### src/sv/mlpq_pkg.sv
// ----------------------------------------------------------------------------
// mlpq_pkg
// Shared types and opcodes for the multi-level priority FIFO.
// ----------------------------------------------------------------------------
`default_nettype none
package mlpq_pkg;

   typedef enum logic [1:0] {
      MODE_PUSH      = 2'd0,
      MODE_POP_TOP   = 2'd1,
      MODE_POP_EXACT = 2'd2,
      MODE_POP_FLOOR = 2'd3
   } mode_type;

   typedef struct packed {
      logic [1:0]  mode;
      logic [7:0]  priority_req;
      logic [31:0] payload;
   } req_word_type;

   typedef struct packed {
      logic        ok;
      logic [7:0]  out_priority;
      logic [31:0] out_payload;
      logic [10:0] occupancy;
   } rsp_word_type;

   typedef enum logic [2:0] {
      ST_CLEAR,
      ST_IDLE,
      ST_SCAN,
      ST_READ,
      ST_WRITE,
      ST_RESP
   } state_type;

endpackage : mlpq_pkg
`default_nettype wire

### src/sv/mlpq_scan.sv
// ----------------------------------------------------------------------------
// mlpq_scan
// Non-empty flag vector per level and highest-set search at or above a floor.
// ----------------------------------------------------------------------------
`default_nettype none
module mlpq_scan
   import mlpq_pkg::*;
#(
   parameter int LEVELS = 256
) (
   input  wire logic                      clock,
   input  wire logic                      reset,
   input  wire logic                      set_en,
   input  wire logic                      clr_en,
   input  wire logic [$clog2(LEVELS)-1:0] upd_lvl,
   input  wire logic [$clog2(LEVELS)-1:0] floor_lvl,
   input  wire logic                      start,
   output logic                           upd_nonempty,
   output logic                           found_ff,
   output logic [$clog2(LEVELS)-1:0]      found_lvl_ff
);
   localparam int LW = $clog2(LEVELS);

   logic [LEVELS-1:0] nonempty_ff;
   logic [LEVELS-1:0] masked;
   logic              hit;
   logic [LW-1:0]     hit_lvl;

   always_ff @(posedge clock) begin
      if (reset) begin
         nonempty_ff <= '0;
      end else begin
         if (set_en) nonempty_ff[upd_lvl] <= 1'b1;
         if (clr_en) nonempty_ff[upd_lvl] <= 1'b0;
      end
   end

   // level table contents only count while the level is marked non-empty
   assign upd_nonempty = nonempty_ff[upd_lvl];

   // priority encode from the top, one registered stage
   always_comb begin
      hit     = 1'b0;
      hit_lvl = '0;
      for (int i = 0; i < LEVELS; i++) begin
         masked[i] = nonempty_ff[i] && (LW'(i) >= floor_lvl);
         if (masked[i]) begin
            hit     = 1'b1;
            hit_lvl = LW'(i);
         end
      end
   end

   always_ff @(posedge clock) begin
      if (start) begin
         found_ff     <= hit;
         found_lvl_ff <= hit_lvl;
      end
   end
endmodule : mlpq_scan
`default_nettype wire

### config.mk
export PLATFORM = sky130hd
export DESIGN_NAME = mlpq_scan
export DESIGN_NICKNAME = d
export VERILOG_FILES = /design/src/sv/mlpq_pkg.sv /design/src/sv/mlpq_scan.sv
export SDC_FILE = /design/constraint.sdc
export NUM_CORES = 1
export LEC_CHECK = 0
export BUFFER_PORTS_ARGS = -buffer_cell sky130_fd_sc_hd__buf_2
export CORE_MARGIN = 2
export CORE_UTILIZATION = 50
export CTS_CLUSTER_DIAMETER = 40
export CTS_CLUSTER_SIZE = 14
export DETAILED_ROUTE_END_ITERATION = 12
export PLACE_DENSITY_LB_ADDON = 0.1
export SYNTH_ARGS = -nofsm -noshare
export SYNTH_HDL_FRONTEND = slang
export SYNTH_SLANG_ARGS = --single-unit
### constraint.sdc
create_clock -name clock -period 3.91 [get_ports clock]
set_input_delay 0.782 -clock clock [delete_from_list [all_inputs] [get_ports clock]]
set_output_delay 0.782 -clock clock [all_outputs]
set_load 0.01 [all_outputs]
==> reports/qor.yml <==
nets: 2779
crit_path_end_kind: "output pin"
drive_above_1_share_pct: 30.06
path_buf_inv: 3
synthTopCellsByArea: "dfxtp_1 (26%), a211oi_1 (11%), mux4_2 (9.8%)"
netlist_area_um2: 19480
cts_tree: "built"
violations: "negative setup slack"
max_cap_viol_count: 0
synth-seq-area-share_pct: 27.69
ioPinCount: 31
avgSynthCellArea_um2: 8.306
peakVddDrop_uv: 362.8
final_cells: 3314
crit_family: "multiplexers"
status: "finished, violations left"
whs_ns: 0.5332
fmax_mhz: 236.8
crit_path_cell_trace: "buf_16, buf_12, mux4_2, mux4_2, mux4_2, mux4_2, buf_6"
synth.distinct_cells: 101
drcViolationCount: 0
pwr-share-seq_pct: 33.2
die_h_um: 201.4
gp_congestion: 1.102
yosys-top-cells-count: "a21oi_1 (362), a211oi_1 (277), dfxtp_1 (256)"
wl_per_cell_um: 31.79
crit_slowest_cell: "mux4_2"
hold_path_end: "nonempty_ff[59]$_SDFF_PP0_"
synthFlopType: "dfxtp_1"
fin_tns_setup_ns: -0.3136
p_int_mw: 5.842
clockBufferDepth: 3
r2r_start: "nonempty_ff[83]$_SDFF_PP0_"
port_buffers: 30
dp.cells: 3224
synth_top_area_cell: "dfxtp_1"
pwr-share-comb_pct: 14.9
clock_sinks: 265
drt_iter0_drc: 4090
grt_pass1_vias: 23410
setup_viol: 1
synth_nets: 2367
num_vias: 24620
vias_per_cell: 7.428
power.density_nw_per_um2: 322.5
fp.dieW_um: 201.4
cts-root-buf: "clkbuf_16"
holdPathStages: 2
fin_ws_ns: -0.3136
ff2ff_path_depth: 9
path_class: "input pin to output pin"
p_switching_mw: 2.440
clock_skew_ns: 0.01469
wl_mm: 105.4
worstHoldStart: "nonempty_ff[59]$_SDFF_PP0_"
worst_slew_pin_slew_ns: 1.273
rsz0062_at_grt: "true"
place_hpwl_mm: 77.54
syn_inst: 2346
synth.most_common_cell: "a21oi_1"
design.die.area_um2: 40560
synthArstFlopShare_pct: 0
sw_frac_of_total_pct: 29.46
fin_crit_ns: 4.224
power_leakage_nw: 9.587
cp_common_cell: "mux4_2"
ys_warn_count: 0
pre_cts_ws_ns: -0.5024
synth_edf_count: 9
crit_fanout: 6
detail-route-antenna-nets: 0
finish.utilization_pct: 66.60
arrival_ns: 3.44
htree_levels: 2
crit_path_start_kind: "input pin"
drv_slew: 0
grt_max_degree: 105
clkPwrFrac_pct: 51.9
overflow: 0
grt_usage_pct: 50.69
postCtsHoldBufs: 0
drt-pass1-iter-count: 6
max_stage_delay_ns: 0.58
core_um2: 38560
synth_top_area_share_pct: 26.30
min_period_over_period_pct: 108.0
r2r-end: "found_lvl_ff[0]$_SDFFCE_PP1P_"
clk_pin_slew_ns: 0.05
rows: 72
r2r_setup_slack_ns: 0.68
slew-limit-headroom_pct: 14.47
start_util_pct: 50.54
holdCritPathClass: "flop to flop"
antenna_found_initial: 6
cts_made_buffers: 46
grt_pass1_wl_mm: 153.8
clk-insertion-delay-late_ns: 0.60
area_growth_pct: 31.79
required_ns: 3.13
hold_violations: 0
synth_seq_cells: 265
[cell families (layout without fill, tap and decap cells)]
| family | Yosys count | count (layout) | synth area share [%] |
|---|---|---|---|
| mux | 85 | 85 | 9.825 |
| other cells | 0 | 2 | 0 |
| buf+inv | 279 | 727 | 6.620 |
| flops | 265 | 265 | 27.69 |
| simple gates | 494 | 494 | 14.11 |
| compound gates | 1223 | 1223 | 41.76 |
[stage by stage]
step                power, mW  area (um2)
CTS                     8.210       25600
floorplan               3.324       19510
detailed placement      3.944       23910
finish                  8.283       25680
global placement        3.934       23910
global route            8.405       25670
[power by group through the flow]
stage	combinational [mW]	sequential, mW	clock, mW
after floorplan	0.516	2.81	0
after global placement	1.13	2.81	0
after detailed placement	1.14	2.81	0
after CTS	1.15	2.75	4.31
after global routing	1.24	2.75	4.41
final	1.23	2.75	4.30
[cell usage in the layout, fill, tap and decap left out, types with 13 or more instances in the layout]
master,instances
buf_2,24
o211ai_1,42
or3_1,20
o2111ai_1,21
inv_1,43
nor4b_1,13
a21boi_0,32
nor4_1,18
o21ai_0,162
clkbuf_16,53
nand2b_1,21
a22oi_1,23
o211a_1,14
nor3_1,26
nand3_1,51
o21ai_1,24
a21oi_1,361
or2_2,13
nand2_1,88
mux4_2,85
nor2_1,85
nor2b_1,17
o22ai_1,16
dfxtp_1,256
a31oi_1,31
a21o_1,20
o21a_1,20
nand4_1,26
and2_1,19
buf_12,30
buf_4,537
a211oi_1,277
o31ai_1,22
[worst reg2reg max path, stage by stage (launching register included)]
cell       delay [ns]
dfxtp_1          0.43
o311ai_2         0.19
buf_4            0.18
a32o_1           0.24
a2111o_1         0.43
a2111o_1         0.48
a2111oi_2        0.52
o211ai_1         0.17
buf_4            0.17
o22ai_1          0.23
[cell type report]
| cell class | instances | area (um2) |
|---|---|---|
| Clock inverter | 30 | 347.8 |
| Sequential cell | 265 | 5395 |
| Fill cell | 3318 | 12880 |
| Tap cell | 518 | 648.1 |
| Antenna cell | 2 | 5.005 |
| Inverter | 45 | 168.9 |
| Clock buffer | 54 | 1287 |
| Multi-Input combinational cell | 1802 | 12940 |
| Timing Repair Buffer | 598 | 4890 |
[per-layer routing]
metal	share of wire, %	GRT usage [%]	up-vias
li1	-	-	10270
met2	39	71.19	2198
met5	0.084	0	-
met3	16	16.80	646
met1	35	64.43	11490
met4	9.6	37.82	10
[worst max-delay path by stage]
stage | from | endpoint | slack (ns) | depth (start not counted)
final | upd_lvl[0] | upd_nonempty | -0.31 | 7
after CTS | upd_lvl[0] | upd_nonempty | -0.31 | 7
after global routing | upd_lvl[0] | upd_nonempty | -0.28 | 7
after floorplan | upd_lvl[1] | upd_nonempty | 0.03 | 6
after detailed placement | floor_lvl[4] | found_lvl_ff[1]$_SDFFCE_PP1P_ | -0.50 | 12
after global placement | floor_lvl[4] | found_lvl_ff[1]$_SDFFCE_PP1P_ | -0.49 | 12
[registers in the layout, summed over array words and instances (netlist names)]
register	flops
found_lvl_ff	8
found_ff	1
nonempty_ff	256
[what timing repair did]
item | in CTS | in global routing
buffers inserted | 0 | 1
resized for setup | 6 | 4
cloned | 1 | 2
endpoints found under the hold margin | 0 | 0
setup endpoints to repair | 1 | 4
(Power assumes the default switching activity.)
